<file path="config.mk">
export PLATFORM = sky130hd
export DESIGN_NAME = line_rasterizer_pixel_writer
export DESIGN_NICKNAME = d
export VERILOG_FILES = /design/src/hdl/lrpw_pkg.sv /design/src/hdl/line_rasterizer_pixel_writer.sv /design/src/hdl/lrpw_front.sv /design/src/hdl/lrpw_queue.sv /design/src/hdl/lrpw_stepper.sv /design/src/hdl/lrpw_addr_pipe.sv
export SDC_FILE = /design/constraint.sdc
export NUM_CORES = 1
export LEC_CHECK = 0
export BUFFER_PORTS_ARGS = -buffer_cell sky130_fd_sc_hd__buf_2
export CAP_MARGIN = 20
export CORE_ASPECT_RATIO = 0.7
export CORE_MARGIN = 2
export CORE_UTILIZATION = 45
export DETAILED_ROUTE_END_ITERATION = 7
export HOLD_SLACK_MARGIN = 0.12
export PLACE_DENSITY = 0.69
export SLEW_MARGIN = 0
export SYNTH_ARGS = -nofsm -noshare
export SYNTH_HDL_FRONTEND = slang
export SYNTH_SLANG_ARGS = --single-unit
</file>
<file path="constraint.sdc">
create_clock -name clk_i -period 6 [get_ports clk_i]
set_input_delay 1.2 -clock clk_i [delete_from_list [all_inputs] [get_ports clk_i]]
set_output_delay 1.2 -clock clk_i [all_outputs]
set_load 0.01 [all_outputs]
</file>
<file path="src/hdl/lrpw_pkg.sv">
// Shared types and constants of the line rasterizer pixel writer.
`default_nettype none
package lrpw_pkg;

  localparam int COORD_BITS_DEF = 12;
  localparam int QUEUE_DEPTH    = 2;

  localparam int ADDR_BITS  = 26;
  localparam int COLOR_BITS = 24;
  localparam int WIDTH_BITS = 13;
  localparam int BPP_BITS   = 3;
  localparam int CHAN_BITS  = 8;
  localparam int DATA_BITS  = 32;
  localparam int PADDR_BITS = 5;

  localparam logic [WIDTH_BITS-1:0] WIDTH_RESET = 13'd640;
  localparam logic [BPP_BITS-1:0]   BPP_RESET   = 3'd2;

  typedef enum logic {
    OP_LOAD = 1'b0,
    OP_STEP = 1'b1
  } op_e;

  typedef enum logic {
    MODE_RGB565 = 1'b0,
    MODE_RGB888 = 1'b1
  } color_mode_e;

  typedef enum logic [2:0] {
    REG_SURFACE_WIDTH = 3'd0,
    REG_BYTES_PER_PIX = 3'd1,
    REG_COLOR_MODE    = 3'd2,
    REG_FG_RED        = 3'd3,
    REG_FG_GREEN      = 3'd4,
    REG_FG_BLUE       = 3'd5
  } reg_idx_e;

  // Stepping directions of one line.
  typedef struct packed {
    logic ymaj;
    logic yneg;
    logic xneg;
  } dir_flags_t;

endpackage
`default_nettype wire

</file>
<file path="src/hdl/line_rasterizer_pixel_writer.sv">
// Top level of the Bresenham line rasterizer with framebuffer pixel output.
// Requests enter on the input channel (in_valid_i / in_stall_o). A request
// with op 0 loads a line from (x_start, y_start) to (x_end, y_end) and
// produces nothing; a request with op 1 produces the next pixel of the line
// on the output channel (out_valid_o / out_stall_i), carrying its x and y,
// its byte address (x + y * surface_width) * bytes_per_pixel in 26 bits, the
// packed foreground colour and a last flag on the line's end point. A pixel
// request with no line in progress is consumed silently, and a load while a
// line is in progress replaces it at once.
// Throughput is one request per clock when the output does not stall: the
// front end classifies a request and writes it to a two-entry queue, the
// stepper retires one queued request per cycle, and the address multiply
// runs behind it in a two-stage pipeline of the address stage and the
// output register. When the receiver stalls, the output register holds
// its pixel, the pipeline and then the queue fill, and in_stall_o rises
// once the queue is full. Reset empties the queue and the pipeline, leaves
// no line in progress and restores the register defaults (surface width 640,
// two bytes per pixel, RGB565, black). Configuration is written through the
// APB port, registers at byte addresses 0, 4, ... 20; pready is always high.
`default_nettype none
module line_rasterizer_pixel_writer #(
  parameter int COORD_BITS = lrpw_pkg::COORD_BITS_DEF,
  parameter int QUEUE_DEPTH = lrpw_pkg::QUEUE_DEPTH
) (
  input  wire logic                                 clk_i,
  input  wire logic                                 rst_ni,
  // APB configuration port.
  input  wire logic                                 psel,
  input  wire logic                                 penable,
  input  wire logic                                 pwrite,
  input  wire logic [lrpw_pkg::PADDR_BITS-1:0]      paddr,
  input  wire logic [lrpw_pkg::DATA_BITS-1:0]       pwdata,
  output logic [lrpw_pkg::DATA_BITS-1:0]            prdata,
  output logic                                      pready,
  // Request channel.
  input  wire logic                                 in_valid_i,
  output logic                                      in_stall_o,
  input  wire logic                                 op_i,
  input  wire logic [COORD_BITS-1:0]                x_start_i,
  input  wire logic [COORD_BITS-1:0]                y_start_i,
  input  wire logic [COORD_BITS-1:0]                x_end_i,
  input  wire logic [COORD_BITS-1:0]                y_end_i,
  // Pixel channel.
  output logic                                      out_valid_o,
  input  wire logic                                 out_stall_i,
  output logic [COORD_BITS-1:0]                     pixel_x_o,
  output logic [COORD_BITS-1:0]                     pixel_y_o,
  output logic [lrpw_pkg::ADDR_BITS-1:0]            byte_address_o,
  output logic [lrpw_pkg::COLOR_BITS-1:0]           color_word_o,
  output logic                                      last_o
);

  localparam int CmdBits = 6 * COORD_BITS + 6;
  localparam int WBits   = lrpw_pkg::WIDTH_BITS;
  localparam int BBits   = lrpw_pkg::BPP_BITS;
  localparam int CBits   = lrpw_pkg::CHAN_BITS;
  localparam int DBits   = lrpw_pkg::DATA_BITS;

  // Configuration registers.
  logic [WBits-1:0] surface_width_q;
  logic [BBits-1:0] bpp_q;
  logic             color_mode_q;
  logic [CBits-1:0] fg_red_q;
  logic [CBits-1:0] fg_green_q;
  logic [CBits-1:0] fg_blue_q;

  logic                 cfg_write;
  lrpw_pkg::reg_idx_e   cfg_idx;

  assign pready    = 1'b1;
  assign cfg_write = psel && penable && pwrite && pready;
  assign cfg_idx   = lrpw_pkg::reg_idx_e'(paddr[4:2]);

  // Writes to the two unused addresses of the index field fall through
  // the default arm and change nothing.
  always_ff @(posedge clk_i or negedge rst_ni) begin
    if (!rst_ni) begin
      surface_width_q <= lrpw_pkg::WIDTH_RESET;
      bpp_q           <= lrpw_pkg::BPP_RESET;
      color_mode_q    <= lrpw_pkg::MODE_RGB565;
      fg_red_q        <= '0;
      fg_green_q      <= '0;
      fg_blue_q       <= '0;
    end else if (cfg_write) begin
      case (cfg_idx)
        lrpw_pkg::REG_SURFACE_WIDTH: surface_width_q <= pwdata[WBits-1:0];
        lrpw_pkg::REG_BYTES_PER_PIX: bpp_q           <= pwdata[BBits-1:0];
        lrpw_pkg::REG_COLOR_MODE:    color_mode_q    <= pwdata[0];
        lrpw_pkg::REG_FG_RED:        fg_red_q        <= pwdata[CBits-1:0];
        lrpw_pkg::REG_FG_GREEN:      fg_green_q      <= pwdata[CBits-1:0];
        lrpw_pkg::REG_FG_BLUE:       fg_blue_q       <= pwdata[CBits-1:0];
        default: ;
      endcase
    end
  end

  always_comb begin
    case (cfg_idx)
      lrpw_pkg::REG_SURFACE_WIDTH: prdata = DBits'(surface_width_q);
      lrpw_pkg::REG_BYTES_PER_PIX: prdata = DBits'(bpp_q);
      lrpw_pkg::REG_COLOR_MODE:    prdata = DBits'(color_mode_q);
      lrpw_pkg::REG_FG_RED:        prdata = DBits'(fg_red_q);
      lrpw_pkg::REG_FG_GREEN:      prdata = DBits'(fg_green_q);
      lrpw_pkg::REG_FG_BLUE:       prdata = DBits'(fg_blue_q);
      default:                     prdata = '0;
    endcase
  end

  // The colour must change only while the block is idle, which the block does
  // not enforce; it drives the output directly, steady under a stall only then.
  // RGB565 is sent low byte first; RGB888 puts red in the first byte lane.
  always_comb begin
    if (lrpw_pkg::color_mode_e'(color_mode_q) == lrpw_pkg::MODE_RGB888) begin
      color_word_o = {fg_blue_q, fg_green_q, fg_red_q};
    end else begin
      color_word_o = {8'h00, fg_red_q[7:3], fg_green_q[7:2], fg_blue_q[7:3]};
    end
  end

  // Front end and queue.
  logic               q_full;
  logic               q_empty;
  logic               q_push;
  logic               q_pop;
  logic [CmdBits-1:0] q_wdata;
  logic [CmdBits-1:0] q_rdata;

  lrpw_front #(
    .COORD_BITS(COORD_BITS)
  ) u_front (
    .in_valid_i (in_valid_i),
    .in_stall_o (in_stall_o),
    .op_i       (op_i),
    .x_start_i  (x_start_i),
    .y_start_i  (y_start_i),
    .x_end_i    (x_end_i),
    .y_end_i    (y_end_i),
    .q_full_i   (q_full),
    .q_push_o   (q_push),
    .q_cmd_o    (q_wdata)
  );

  lrpw_queue #(
    .WIDTH(CmdBits),
    .DEPTH(QUEUE_DEPTH)
  ) u_queue (
    .clk_i   (clk_i),
    .rst_ni  (rst_ni),
    .push_i  (q_push),
    .data_i  (q_wdata),
    .full_o  (q_full),
    .pop_i   (q_pop),
    .empty_o (q_empty),
    .data_o  (q_rdata)
  );

  // Back end: stepper followed by the address pipeline.
  logic                  pix_valid;
  logic                  pix_ready;
  logic [COORD_BITS-1:0] pix_x;
  logic [COORD_BITS-1:0] pix_y;
  logic                  pix_last;

  lrpw_stepper #(
    .COORD_BITS(COORD_BITS)
  ) u_stepper (
    .clk_i       (clk_i),
    .rst_ni      (rst_ni),
    .q_empty_i   (q_empty),
    .q_cmd_i     (q_rdata),
    .q_pop_o     (q_pop),
    .pix_valid_o (pix_valid),
    .pix_ready_i (pix_ready),
    .pix_x_o     (pix_x),
    .pix_y_o     (pix_y),
    .pix_last_o  (pix_last)
  );

  lrpw_addr_pipe #(
    .COORD_BITS(COORD_BITS)
  ) u_addr_pipe (
    .clk_i             (clk_i),
    .rst_ni            (rst_ni),
    .pix_valid_i       (pix_valid),
    .pix_ready_o       (pix_ready),
    .pix_x_i           (pix_x),
    .pix_y_i           (pix_y),
    .pix_last_i        (pix_last),
    .surface_width_i   (surface_width_q),
    .bytes_per_pixel_i (bpp_q),
    .out_valid_o       (out_valid_o),
    .out_stall_i       (out_stall_i),
    .pixel_x_o         (pixel_x_o),
    .pixel_y_o         (pixel_y_o),
    .byte_address_o    (byte_address_o),
    .last_o            (last_o)
  );

endmodule
`default_nettype wire

</file>
<file path="src/hdl/lrpw_front.sv">
// Front end: accepts requests, classifies them and prepares line setup values.
`default_nettype none
module lrpw_front #(
  parameter int COORD_BITS = lrpw_pkg::COORD_BITS_DEF,
  localparam int ErrBits   = COORD_BITS + 2,
  localparam int CmdBits   = 6 * COORD_BITS + 6
) (
  input  wire logic                  in_valid_i,
  output logic                       in_stall_o,
  input  wire logic                  op_i,
  input  wire logic [COORD_BITS-1:0] x_start_i,
  input  wire logic [COORD_BITS-1:0] y_start_i,
  input  wire logic [COORD_BITS-1:0] x_end_i,
  input  wire logic [COORD_BITS-1:0] y_end_i,
  input  wire logic                  q_full_i,
  output logic                       q_push_o,
  output logic [CmdBits-1:0]         q_cmd_o
);

  lrpw_pkg::dir_flags_t    flags;
  logic [COORD_BITS-1:0]   dx;
  logic [COORD_BITS-1:0]   dy;
  logic [COORD_BITS-1:0]   major_d;
  logic [COORD_BITS-1:0]   minor_d;
  logic [COORD_BITS-1:0]   major_end;
  logic signed [ErrBits-1:0] err_init;
  logic                    is_load;

  always_comb begin
    flags.xneg = (x_end_i < x_start_i);
    flags.yneg = (y_end_i < y_start_i);
    dx = flags.xneg ? (x_start_i - x_end_i) : (x_end_i - x_start_i);
    dy = flags.yneg ? (y_start_i - y_end_i) : (y_end_i - y_start_i);
    // X is the major axis on a tie.
    flags.ymaj = (dx < dy);
    major_d   = flags.ymaj ? dy : dx;
    minor_d   = flags.ymaj ? dx : dy;
    major_end = flags.ymaj ? y_end_i : x_end_i;
    err_init  = $signed({2'b00, minor_d}) - $signed({3'b000, major_d[COORD_BITS-1:1]});
    is_load   = (lrpw_pkg::op_e'(op_i) == lrpw_pkg::OP_LOAD);
  end

  assign in_stall_o = q_full_i;
  assign q_push_o   = in_valid_i && !q_full_i;
  assign q_cmd_o    = {is_load, flags, x_start_i, y_start_i, major_end, dx, dy, err_init};

endmodule
`default_nettype wire

</file>
<file path="src/hdl/lrpw_queue.sv">
// Small register queue that decouples the front end from the stepper.
`default_nettype none
module lrpw_queue #(
  parameter int WIDTH = 8,
  parameter int DEPTH = lrpw_pkg::QUEUE_DEPTH,
  localparam int PtrBits = (DEPTH > 1) ? $clog2(DEPTH) : 1,
  localparam int CntBits = $clog2(DEPTH + 1)
) (
  input  wire logic             clk_i,
  input  wire logic             rst_ni,
  input  wire logic             push_i,
  input  wire logic [WIDTH-1:0] data_i,
  output logic                  full_o,
  input  wire logic             pop_i,
  output logic                  empty_o,
  output logic [WIDTH-1:0]      data_o
);

  logic [WIDTH-1:0]   mem_q [DEPTH];
  logic [PtrBits-1:0] wr_ptr_q;
  logic [PtrBits-1:0] rd_ptr_q;
  logic [CntBits-1:0] count_q;

  assign full_o  = (count_q == CntBits'(DEPTH));
  assign empty_o = (count_q == '0);
  assign data_o  = mem_q[rd_ptr_q];

  always_ff @(posedge clk_i) begin
    if (push_i) begin
      mem_q[wr_ptr_q] <= data_i;
    end
  end

  always_ff @(posedge clk_i or negedge rst_ni) begin
    if (!rst_ni) begin
      wr_ptr_q <= '0;
      rd_ptr_q <= '0;
      count_q  <= '0;
    end else begin
      if (push_i) begin
        wr_ptr_q <= (wr_ptr_q == PtrBits'(DEPTH - 1)) ? '0 : wr_ptr_q + 1'b1;
      end
      if (pop_i) begin
        rd_ptr_q <= (rd_ptr_q == PtrBits'(DEPTH - 1)) ? '0 : rd_ptr_q + 1'b1;
      end
      if (push_i && !pop_i) begin
        count_q <= count_q + 1'b1;
      end else if (pop_i && !push_i) begin
        count_q <= count_q - 1'b1;
      end
    end
  end

endmodule
`default_nettype wire

</file>
<file path="src/hdl/lrpw_stepper.sv">
// Back end stepper: holds the line state and walks it one pixel per request.
`default_nettype none
module lrpw_stepper #(
  parameter int COORD_BITS = lrpw_pkg::COORD_BITS_DEF,
  localparam int ErrBits   = COORD_BITS + 2,
  localparam int CmdBits   = 6 * COORD_BITS + 6
) (
  input  wire logic                  clk_i,
  input  wire logic                  rst_ni,
  input  wire logic                  q_empty_i,
  input  wire logic [CmdBits-1:0]    q_cmd_i,
  output logic                       q_pop_o,
  output logic                       pix_valid_o,
  input  wire logic                  pix_ready_i,
  output logic [COORD_BITS-1:0]      pix_x_o,
  output logic [COORD_BITS-1:0]      pix_y_o,
  output logic                       pix_last_o
);

  logic                      c_load;
  lrpw_pkg::dir_flags_t      c_flags;
  logic [COORD_BITS-1:0]     c_x0;
  logic [COORD_BITS-1:0]     c_y0;
  logic [COORD_BITS-1:0]     c_mend;
  logic [COORD_BITS-1:0]     c_dx;
  logic [COORD_BITS-1:0]     c_dy;
  logic signed [ErrBits-1:0] c_err;

  logic                      busy_q;
  lrpw_pkg::dir_flags_t      flags_q;
  logic [COORD_BITS-1:0]     cur_x_q;
  logic [COORD_BITS-1:0]     cur_y_q;
  logic [COORD_BITS-1:0]     mend_q;
  logic [COORD_BITS-1:0]     dx_q;
  logic [COORD_BITS-1:0]     dy_q;
  logic signed [ErrBits-1:0] err_q;

  logic                      is_last;
  logic                      err_pos;
  logic                      emit;
  logic [COORD_BITS-1:0]     cur_x_d;
  logic [COORD_BITS-1:0]     cur_y_d;
  logic signed [ErrBits-1:0] err_d;
  logic signed [ErrBits-1:0] minor_s;
  logic signed [ErrBits-1:0] major_s;

  assign {c_load, c_flags, c_x0, c_y0, c_mend, c_dx, c_dy, c_err} = q_cmd_i;

  always_comb begin
    is_last = ((flags_q.ymaj ? cur_y_q : cur_x_q) == mend_q);
    err_pos = (err_q > 0);
    minor_s = $signed({2'b00, flags_q.ymaj ? dx_q : dy_q});
    major_s = $signed({2'b00, flags_q.ymaj ? dy_q : dx_q});
    err_d   = err_q + minor_s - (err_pos ? major_s : '0);
    cur_x_d = cur_x_q;
    cur_y_d = cur_y_q;
    if (flags_q.ymaj) begin
      cur_y_d = flags_q.yneg ? cur_y_q - 1'b1 : cur_y_q + 1'b1;
      if (err_pos) begin
        cur_x_d = flags_q.xneg ? cur_x_q - 1'b1 : cur_x_q + 1'b1;
      end
    end else begin
      cur_x_d = flags_q.xneg ? cur_x_q - 1'b1 : cur_x_q + 1'b1;
      if (err_pos) begin
        cur_y_d = flags_q.yneg ? cur_y_q - 1'b1 : cur_y_q + 1'b1;
      end
    end
  end

  // A step request with no line in progress is dropped without a pixel.
  assign pix_valid_o = !q_empty_i && !c_load && busy_q;
  assign emit        = pix_valid_o && pix_ready_i;
  assign q_pop_o     = !q_empty_i && (c_load || !busy_q || pix_ready_i);
  assign pix_x_o     = cur_x_q;
  assign pix_y_o     = cur_y_q;
  assign pix_last_o  = is_last;

  always_ff @(posedge clk_i or negedge rst_ni) begin
    if (!rst_ni) begin
      busy_q  <= 1'b0;
      flags_q <= '0;
      cur_x_q <= '0;
      cur_y_q <= '0;
      mend_q  <= '0;
      dx_q    <= '0;
      dy_q    <= '0;
      err_q   <= '0;
    end else if (!q_empty_i && c_load) begin
      busy_q  <= 1'b1;
      flags_q <= c_flags;
      cur_x_q <= c_x0;
      cur_y_q <= c_y0;
      mend_q  <= c_mend;
      dx_q    <= c_dx;
      dy_q    <= c_dy;
      err_q   <= c_err;
    end else if (emit) begin
      if (is_last) begin
        busy_q <= 1'b0;
      end else begin
        cur_x_q <= cur_x_d;
        cur_y_q <= cur_y_d;
        err_q   <= err_d;
      end
    end
  end

endmodule
`default_nettype wire

</file>
<file path="src/hdl/lrpw_addr_pipe.sv">
// Two-stage byte address pipeline with the output register.
`default_nettype none
module lrpw_addr_pipe #(
  parameter int COORD_BITS = lrpw_pkg::COORD_BITS_DEF,
  localparam int AddrBits  = lrpw_pkg::ADDR_BITS,
  localparam int WBits     = lrpw_pkg::WIDTH_BITS,
  localparam int BBits     = lrpw_pkg::BPP_BITS,
  localparam int SumBits   = COORD_BITS + WBits + 1,
  localparam int MulBits   = (SumBits > AddrBits) ? SumBits : AddrBits
) (
  input  wire logic                  clk_i,
  input  wire logic                  rst_ni,
  input  wire logic                  pix_valid_i,
  output logic                       pix_ready_o,
  input  wire logic [COORD_BITS-1:0] pix_x_i,
  input  wire logic [COORD_BITS-1:0] pix_y_i,
  input  wire logic                  pix_last_i,
  input  wire logic [WBits-1:0]      surface_width_i,
  input  wire logic [BBits-1:0]      bytes_per_pixel_i,
  output logic                       out_valid_o,
  input  wire logic                  out_stall_i,
  output logic [COORD_BITS-1:0]      pixel_x_o,
  output logic [COORD_BITS-1:0]      pixel_y_o,
  output logic [AddrBits-1:0]        byte_address_o,
  output logic                       last_o
);

  logic                    a_valid_q;
  logic [COORD_BITS-1:0]   a_x_q;
  logic [COORD_BITS-1:0]   a_y_q;
  logic                    a_last_q;
  logic [AddrBits-1:0]     a_sum_q;
  logic [MulBits-1:0]      sum_full;
  logic [AddrBits+BBits-1:0] addr_full;
  logic                    o_free;
  logic                    a_move;
  logic                    a_free;

  assign sum_full  = MulBits'(pix_y_i) * MulBits'(surface_width_i) + MulBits'(pix_x_i);
  assign addr_full = a_sum_q * bytes_per_pixel_i;

  assign o_free      = !out_valid_o || !out_stall_i;
  assign a_move      = a_valid_q && o_free;
  assign a_free      = !a_valid_q || a_move;
  assign pix_ready_o = a_free;

  always_ff @(posedge clk_i) begin
    if (pix_valid_i && a_free) begin
      a_x_q    <= pix_x_i;
      a_y_q    <= pix_y_i;
      a_last_q <= pix_last_i;
      a_sum_q  <= sum_full[AddrBits-1:0];
    end
    if (a_move) begin
      pixel_x_o      <= a_x_q;
      pixel_y_o      <= a_y_q;
      last_o         <= a_last_q;
      byte_address_o <= addr_full[AddrBits-1:0];
    end
  end

  always_ff @(posedge clk_i or negedge rst_ni) begin
    if (!rst_ni) begin
      a_valid_q   <= 1'b0;
      out_valid_o <= 1'b0;
    end else begin
      if (a_free) begin
        a_valid_q <= pix_valid_i;
      end
      if (o_free) begin
        out_valid_o <= a_valid_q;
      end
    end
  end

endmodule
`default_nettype wire

</file>
==> results of run 1 <==
-- worst max-delay path: cells and delay by family --
| family | cells | cell delay, ns |
|---|---|---|
| and+or+nand+nor | 7 | 1.21 |
| adders and majority gates | 4 | 0.94 |
| muxes | 1 | 0.29 |
| AOI/OAI and AO/OA | 13 | 2.76 |
| buffers and inverters | 7 | 0.59 |
-- layer usage --
layer,share of wire (%),GRT usage (%)
met5,0,0
met4,2.3,5.99
met3,5.6,3.07
met2,46,36.0
met1,46,32.2
-- cell usage after synthesis (7+ instances only) --
cell type    n
o2111ai_1    8
nand2b_1    14
and2_1     102
o31ai_1     11
dfrtp_1    122
or3_1       15
nor3_1      39
a2111oi_0    9
nand2_1    296
o21bai_1     9
and3_1      19
nand3_1     25
a211oi_1    30
mux2i_1    110
or2_2        9
buf_4       20
fa_1       165
o21ai_0    124
xor2_1      29
clkbuf_1    87
edfxtp_1   256
a31oi_1     14
nor4_1       9
a21boi_0     8
a22oi_1      7
xnor2_1     75
nor2b_1     30
o211a_1      7
nor2_1      90
a21o_1      33
mux2_2      89
o21a_1      21
inv_1      340
ha_1       202
o211ai_1    13
a21oi_1    127
-- area by class of cell --
type / instances / share of cell area (%)
multi-input cells: 1848 / 46.9
flip-flops and latches: 381 / 32.1
repair buffers: 488 / 9.79
inverters: 344 / 3.87
clock buffers: 61 / 3.56
well taps: 819 / 3.03
clock inverters: 16 / 0.781
-- timing repair --
| item | in CTS | in global routing |
|---|---|---|
| pin swaps | 32 | 36 |
| gates resized for setup | 31 | 62 |
| cloned | 0 | 1 |
| buffers inserted | 20 | 18 |
| setup endpoints to repair | 21 | 23 |
-- flip-flops by register name, summed over array words and instances, names as in the netlist, 13 cells and up --
register                    cells
u_queue.mem_q                 154
u_stepper.err_q                14
surface_width_q                13
u_addr_pipe.a_sum_q            26
u_addr_pipe.byte_address_o     26
-- cells by family after synthesis --
family                     Yosys count  synth area share, %
adders and majority gates          367                 20.9
AOI/OAI and AO/OA                  478                 11.1
buffers and inverters              464                 6.59
muxes                              201                 7.70
other                                2               0.0269
xor gates and xnor gates           105                 3.32
DFF                                381                 38.8
and+or+nand+nor                    677                 11.6
-- stage by stage --
| step | setup slack (ns) | cell area [sq um] | cells | setup TNS (ns) |
|---|---|---|---|---|
| global route | -0.917 | 33800 | 3957 | -9.97 |
| floorplan | -1.14 | 28100 | 2693 | -13.23 |
| global placement | -1.46 | 31600 | 3840 | -23.26 |
| CTS | -0.783 | 33400 | 3939 | -6.62 |
| finish | -0.724 | 33800 | 3957 | -6.36 |
| detailed placement | -1.63 | 31600 | 3842 | -27.67 |
-- placed cells by master, fill, tap and decap left out, types with 14 or more instances in the layout --
cell type,count
inv_1,335
buf_4,319
nand2_1,294
edfxtp_1,256
ha_1,196
fa_1,162
buf_2,161
a21oi_1,118
o21ai_0,118
dfrtp_1,112
mux2i_1,109
and2_1,102
mux2_2,87
nor2_1,85
xnor2_1,71
clkbuf_16,44
nor3_1,38
a21o_1,33
nor2b_1,29
xor2_1,27
a211oi_1,26
nand3_1,25
o21a_1,20
conb_1,20
and3_1,18
or3_1,14
nand2b_1,14
-- worst paths after layout --
| check | startpoint | endpoint | slack, ns | cells after the start |
|---|---|---|---|---|
| setup / recovery | y_end_i[0] | u_queue.mem_q[0][11] | -0.72 | 32 |
| hold / removal | u_addr_pipe.a_y_q[6] | u_addr_pipe.pixel_y_o[6] | 0.41 | 0 |
| setup reg to reg | surface_width_q[9] | u_addr_pipe.a_sum_q[25] | 0.17 | 20 |
| hold reg to reg | u_addr_pipe.a_y_q[6] | u_addr_pipe.pixel_y_o[6] | 0.41 | 0 |
| max in group asynchronous | rst_ni | surface_width_q[5] | 4.11 | 2 |
| min in group asynchronous | rst_ni | u_queue.wr_ptr_q | 0.69 | 1 |
==> metrics, run 1 <==
kind of end point of the critical path=register; Mapped Area=0.0279 sq mm; Total GRT Usage=roughly 22%; vias post-DR=around 21k; dominant synthesized flop cell=edfxtp_1; number of synthesized flops with an enable pin=about 260; clock insertion delay at the later pin of the skew report=around 0.58 ns; crit path launch type=primary input; end-of-flow core utilization=a little under three fifths; RSZ-0062 raised after global routing=yes; clk buf depth=3; Initial Util=approximately 45%; status=complete, but fails checks; vias in the first global route=about 21k; Rows=76; Syn. warnings=0; ANT cells=0; cells after synthesis=~2.7k; Critical Path RT=6.31 ns; cell mode on critical path=inv_2; violated checks=setup timing; first-pass GRT wire length=between 100000 and 150000 um; H-tree levels=2; final hold vios=0; PortBufs=~160; slowest stage delay, CP=between 0.4 and 0.5 ns; CP arrival=approximately 7.0 ns; Distinct cells, synth=80; Via density=between 5 and 6; Area Overhead vs Synth=21.2%; die height=approximately 210 um; Worst Hold Slack=0.414 ns; Synth area leader=edfxtp_1; part of the cycle the worst path needs=112%; Die Wd=a little over 300 um; Reg area=about 0.011 sq mm; grt ovf=0; Nets=about 3.6k; hold_buf cts=0; crit path max-delay cell type=or3b_4; Yosys top cell area share=~28%; Crit Path Max Fanout=5; footprint of the multi-input gates=0.0159 sq mm; Avg WL per Cell=between 15 and 20 um; crit path time final=around 6.7 ns; Layout fillers=between 5k and 6k; Placer Congestion=approximately 0.93; Max Transition Viols Final=0; Clock Skews=approximately 0.019 ns; CP Class=primary input to register; initial antenna violation count=0; DRC Markers=0; Slew HR=about 30%; Max-cap violations=0; dominant cells by area after synthesis=edfxtp_1, fa_1, dfrtp_1, ha_1, inv_1; clock root cell=clkbuf_16; CTS tree=done; Placeable Area=0.0614 sq mm; final setup fails=16; DPL Wire Length=about 56000 um; drt total wl=between 70000 and 80000 um; worst hold path type=register to register; largest net degree at the start of global routing=slightly below 80; Post-synth ARST share=32.8%; Num CTS Buffers=42; Seq/Total Area, Yosys=between 30% and 40%; DR iter-0 viols=between 1k and 1.5k; drt pass-1 iters=5; slew at the pin with the worst max-slew slack=1.05 ns; worst setup margin=-0.724 ns; antenna-violating nets left=0; I/O pin cnt=a little over 200; Synth Area per Inst=about 10 sq um; DIE AREA=~0.064 sq mm; Fmax=149 MHz; Yosys reg bits=381; clock sinks=roughly 380; ratio of cells with drive above 1 in the final layout=~24%; Reg clk slew, reported paths=0.06 ns
Power of run 1 is not shown: default switching activity piles up to over one toggle a cycle in this logic, so the estimate is an artifact.
==> inputs of run 2 (changes only) <==
--- a/config.mk
+++ b/config.mk
@@ -12,7 +12,8 @@
 export CORE_UTILIZATION = 45
 export DETAILED_ROUTE_END_ITERATION = 7
 export HOLD_SLACK_MARGIN = 0.12
-export PLACE_DENSITY = 0.69
+export PLACE_DENSITY = 0.66
+export SKIP_LAST_GASP = 1
 export SLEW_MARGIN = 0
 export SYNTH_ARGS = -nofsm -noshare
 export SYNTH_HDL_FRONTEND = slang
==> constraint.sdc (replaced) <==
create_clock -name clk_i -period 6.6 [get_ports clk_i]
set_input_delay 1.32 -clock clk_i [delete_from_list [all_inputs] [get_ports clk_i]]
set_output_delay 1.32 -clock clk_i [all_outputs]
set_load 0.01 [all_outputs]
==> metrics, run 2 (synthesis results as in run 1) <==
crit path time final=~7.0 ns; Fmax=~140 MHz; ANT cells=0 (unchanged); worst reg-to-reg path cell count=17 (was 20); final setup fails=10 (was 16); crit path launch type=primary input (unchanged); Slew HR=41.4% (was 29.8%); final hold vios=0 (unchanged); Clock Skews=0.0133 ns (was 0.0186 ns); initial antenna violation count=1 (was 0); Num CTS Buffers=41 (was 42); Die Wd=302 um (unchanged); most frequent cells in the layout=inv_1, nand2_1, buf_4 (was inv_1, buf_4, nand2_1); Rows=76 (unchanged); Area Overhead vs Synth=19.6% (was 21.2%); footprint of the multi-input gates=0.0157 sq mm (was 0.0159 sq mm); Max Transition Viols Final=0 (unchanged); slew at the pin with the worst max-slew slack=0.877 ns (was 1.05 ns); post-route cell area=0.0334 sq mm (was 0.0338 sq mm); ratio of cells with drive above 1 in the final layout=22.6% (was 24.2%); DR iter-0 viols=1189 (was 1452); Layout fillers=5373 (was 5361); Worst Hold Slack=0.416 ns (was 0.414 ns); Nets=3533 (was 3565); Placeable Area=0.0614 sq mm (unchanged); RSZ-0062 raised after global routing=yes (unchanged); worst hold path type=register to register (unchanged); crit path buf inv count=8 (was 7); Critical Path RT=6.91 ns (was 6.31 ns); H-tree levels=2 (unchanged); antenna-violating nets left=0 (unchanged); largest net degree at the start of global routing=126 (was 78); Placer Congestion=0.886 (was 0.931); CP Class=primary input to register (unchanged); commonest non-fill, non-tap cell in the layout=inv_1 (unchanged); part of the cycle the worst path needs=106%; dpl ws=-1.24 ns (was -1.63 ns); Avg WL per Cell=17.2 um (was 18.3 um); CP Depth=33 (was 32); clock sinks=381 (unchanged); Hold Crit Depth=0 (unchanged); clock insertion delay at the later pin of the skew report=0.57 ns (was 0.58 ns); DP Area=0.0315 sq mm (was 0.0316 sq mm); CP arrival=7.27 ns (was 7.04 ns); PortBufs=161 (unchanged); drt pass-1 iters=5 (unchanged); vias post-DR=20.6k (was 21.1k); cell mode on critical path=inv_2 (unchanged); I/O pin cnt=203 (unchanged); delay-heaviest family, CP=compound AO/OA/AOI/OAI gates (unchanged); clock root cell=clkbuf_16 (unchanged); Via density=5.24 (was 5.34); Reg clk slew, reported paths=0.06 ns (about the same); vias in the first global route=20.8k (was 21.0k); Final TNS setup=-2.64 ns (was -6.36 ns); clk buf depth=3 (unchanged); first-pass GRT wire length=108000 um (was 114000 um); Crit Path Max Fanout=5 (unchanged); Total GRT Usage=21.2% (was 22.5%); DIE AREA=0.0640 sq mm (unchanged); Largest regs=u_queue.mem_q x154, u_addr_pipe.a_sum_q x26, u_addr_pipe.byte_address_o x26 (unchanged); largest register by flop count=u_queue.mem_q (unchanged); Initial Util=45.4% (unchanged); Reg area=0.0108 sq mm (about the same); grt ovf=0 (unchanged); DRC Markers=0 (unchanged); drt total wl=67600 um (was 72300 um); crit path max-delay cell type=o41ai_4 (was or3b_4); die height=212 um (unchanged); kind of end point of the critical path=register (unchanged); worst setup margin=-0.367 ns (was -0.724 ns); max reg flops=154 (unchanged); Max-cap violations=0 (unchanged); CTS tree=done (unchanged); DPL Wire Length=51900 um (was 56000 um); violated checks=setup timing (unchanged); slowest stage delay, CP=0.38 ns (was 0.41 ns); status=complete, but fails checks (unchanged)
-- run 2: cell count changes in the layout (fill, tap and decap cells not counted), sizes merged --
cell      before  now
buf          488  457
bufinv         6    8
clkbuf        61   47
clkinv         6   15
clkinvlp       4    3
inv          344  346
-- run 2: layout make-up --
| class | instances | area share [%] |
|---|---|---|
| inverter | 344 | 3.92 |
| timing repair buffer | 457 | 9.31 |
| clock buffer | 47 | 3.14 |
| sequential | 381 | 32.4 |
| multi-input combinational | 1848 | 47.0 |
| tap | 819 | 3.07 |
| clock inverter | 28 | 1.10 |
-- run 2: stage by stage --
| step | std cells | util, % |
|---|---|---|
| after floorplan | 2693 | - |
| after global placement | 3825 | 51.3 |
| after detailed placement | 3827 | 51.3 |
| after CTS | 3919 | 54.1 |
| after global routing | 3924 | 54.3 |
| final | 3924 | 54.3 |
-- run 2: final timing paths --
path	endpoint	slack, ns	from
setup / recovery	u_queue.mem_q[1][10]	-0.37	y_end_i[0]
hold / removal	u_addr_pipe.pixel_y_o[6]	0.42	u_addr_pipe.a_y_q[6]
setup reg to reg	u_addr_pipe.a_sum_q[24]	0.49	surface_width_q[9]
hold reg to reg	u_addr_pipe.pixel_y_o[6]	0.42	u_addr_pipe.a_y_q[6]
max in group asynchronous	u_queue.rd_ptr_q	5.06	rst_ni
min in group asynchronous	fg_blue_q[1]	0.79	rst_ni
-- run 2: layer usage --
metal  GRT usage (%)  vias to the layer above  routed length (um)
li1                -                     9948                   -
met1            29.2                    10100               31200
met2            35.1                      442               31600
met3            2.76                       99                3020
met4            6.47                        0                1690
met5               0                        -                   0
-- run 2: what timing repair did --
item | in CTS | in global routing
cloned | 1 | 0
endpoints found under the hold margin | 0 | 0
hold buffers | 0 | 0
endpoints found under the setup margin | 12 | 14
resized for setup | 34 | 18
setup buffers | 16 | 4
pin swaps | 22 | 29
Power of run 2 is left out for the same reason.
==> inputs of run 3 (changes only) <==
--- a/config.mk
+++ b/config.mk
@@ -6,13 +6,12 @@
 export NUM_CORES = 1
 export LEC_CHECK = 0
 export BUFFER_PORTS_ARGS = -buffer_cell sky130_fd_sc_hd__buf_2
-export CAP_MARGIN = 20
 export CORE_ASPECT_RATIO = 0.7
 export CORE_MARGIN = 2
-export CORE_UTILIZATION = 45
+export CORE_UTILIZATION = 62
 export DETAILED_ROUTE_END_ITERATION = 7
 export HOLD_SLACK_MARGIN = 0.12
-export PLACE_DENSITY = 0.66
+export PLACE_DENSITY = 0.86
 export SKIP_LAST_GASP = 1
 export SLEW_MARGIN = 0
 export SYNTH_ARGS = -nofsm -noshare
==> metrics, run 3 (synthesis results as in run 1) <==
clock sinks=381 (unchanged); final hold vios=0 (unchanged); Reg clk slew, reported paths=0.06 ns (about the same); post-route cell area=0.0333 sq mm (was 0.0334 sq mm); most frequent cells in the layout=inv_1, buf_4, nand2_1 (was inv_1, nand2_1, buf_4); clock insertion delay at the later pin of the skew report=0.57 ns (about the same); kind of end point of the critical path=register (unchanged); die height=181 um (was 212 um); DRC Markers=0 (unchanged); initial antenna violation count=2 (was 1); crit path time final=7.48 ns (was 6.97 ns); DPL Wire Length=52200 um (was 51900 um); Max-cap violations=0 (unchanged); crit path launch type=primary input (unchanged); slew at the pin with the worst max-slew slack=1.37 ns (was 0.877 ns); clk buf depth=3 (unchanged); ratio of cells with drive above 1 in the final layout=23.7% (was 22.6%); cell mode on critical path=a21oi_2 (was inv_2); CP Class=primary input to register (unchanged); Largest regs=u_queue.mem_q x154, u_addr_pipe.a_sum_q x26, u_addr_pipe.byte_address_o x26 (unchanged); vias in the first global route=22.7k (was 20.8k); Placer Congestion=0.914 (was 0.886); Fmax=134 MHz (was 144 MHz); largest net degree at the start of global routing=126 (unchanged); I/O pin cnt=203 (unchanged); Critical Path RT=6.91 ns (about the same); status=complete, but fails checks (unchanged); Initial Util=63.3% (was 45.4%); worst hold path type=register to register (unchanged); PortBufs=161 (unchanged); antenna-violating nets left=0 (unchanged); CTS tree=done (unchanged); clock root cell=clkbuf_16 (unchanged); DR iter-0 viols=2059 (was 1189); slowest stage delay, CP=0.38 ns (about the same); max reg flops=154 (unchanged); Area Overhead vs Synth=19.2% (was 19.6%); Max Transition Viols Final=0 (unchanged); H-tree levels=2 (unchanged); crit path max-delay cell type=fa_2 (was o41ai_4); Nets=3543 (was 3533); Total GRT Usage=31.6% (was 21.2%); largest register by flop count=u_queue.mem_q (unchanged); Placeable Area=0.0440 sq mm (was 0.0614 sq mm); vias post-DR=22.3k (was 20.6k); Post-Place Cells=3582 (was 3827); DIE AREA=0.0467 sq mm (was 0.0640 sq mm); Die Wd=258 um (was 302 um); violated checks=setup timing (unchanged); DP Area=0.0311 sq mm (was 0.0315 sq mm); Num CTS Buffers=39 (was 41); drt pass-1 iters=6 (was 5); end-of-flow core utilization=75.5% (was 54.3%); dpl ws=-1.27 ns (was -1.24 ns); Crit Path Max Fanout=8 (was 5); Via density=6.02 (was 5.24); CP arrival=7.79 ns (was 7.27 ns); part of the cycle the worst path needs=113% (was 106%); Rows=64 (was 76); final non-filler cell total=3710 (was 3924); grt ovf=0 (unchanged); Clock Skews=0.0281 ns (was 0.0133 ns); drt total wl=76200 um (was 67600 um); final setup fails=18 (was 10); Slew HR=7.79% (was 41.4%); first-pass GRT wire length=118000 um (was 108000 um); Avg WL per Cell=20.5 um (was 17.2 um); commonest non-fill, non-tap cell in the layout=inv_1 (unchanged); worst setup margin=-0.878 ns (was -0.367 ns); RSZ-0062 raised after global routing=yes (unchanged)
run 3: worst max-delay path: cells and delay by family:
kind	cells	cell delay (ns)
XOR/XNOR	2	0.28
multiplexers	1	0.34
AND/OR/NAND/NOR	5	0.69
buffers and inverters	8	0.72
adder cells (fa/ha/maj)	5	1.39
AO/OA/AOI/OAI	14	3.05
run 3: cell type report:
type,instances,area [sq um]
clock buffers,59,1130
clock inverters,13,145
flip-flops and latches,381,10800
multi-input cells,1848,15900
repair buffers,469,3190
diodes,2,5.00
fillers,2709,10800
well taps,594,743
inverters,344,1310
run 3: worst paths after layout:
check	from	endpoint	slack, ns	cells after the start
setup / recovery	y_end_i[0]	u_queue.mem_q[0][10]	-0.88	35
hold / removal	u_addr_pipe.a_y_q[7]	u_addr_pipe.pixel_y_o[7]	0.41	0
setup reg to reg	u_stepper.pix_y_o[3]	u_addr_pipe.a_sum_q[25]	0.31	18
hold reg to reg	u_addr_pipe.a_y_q[7]	u_addr_pipe.pixel_y_o[7]	0.41	0
max in group asynchronous	rst_ni	u_queue.rd_ptr_q	5.09	2
min in group asynchronous	rst_ni	fg_red_q[1]	0.84	2
run 3: repair_timing:
| item | 4_1_cts | 5_1_grt |
|---|---|---|
| hold buffers | 0 | 0 |
| pin swaps | 28 | 29 |
| gates resized for setup | 51 | 52 |
| hold endpoints to repair | 0 | 0 |
| gates cloned | 1 | 0 |
| endpoints found under the setup margin | 14 | 20 |
| setup buffers | 46 | 21 |
run 3: per-layer routing:
layer  vias up  share of wire [%]  global-route usage, %
li1       9958                  -                      -
met1     11000                 40                   41.0
met2      1161                 48                   53.9
met3       271                8.2                   5.35
met4         0                4.4                   11.2
met5         -                  0                      0
run 3: stage by stage:
stage / hold slack [ns] / setup TNS [ns]
3_3_place_gp: 0.404 / -10.95
3_5_place_dp: 0.405 / -15.73
4_1_cts: 0.411 / -2.03
2_1_floorplan: 0.400 / -5.33
5_1_grt: 0.424 / -11.28
6_report: 0.411 / -9.04
Power of run 3 is left out for the same reason.
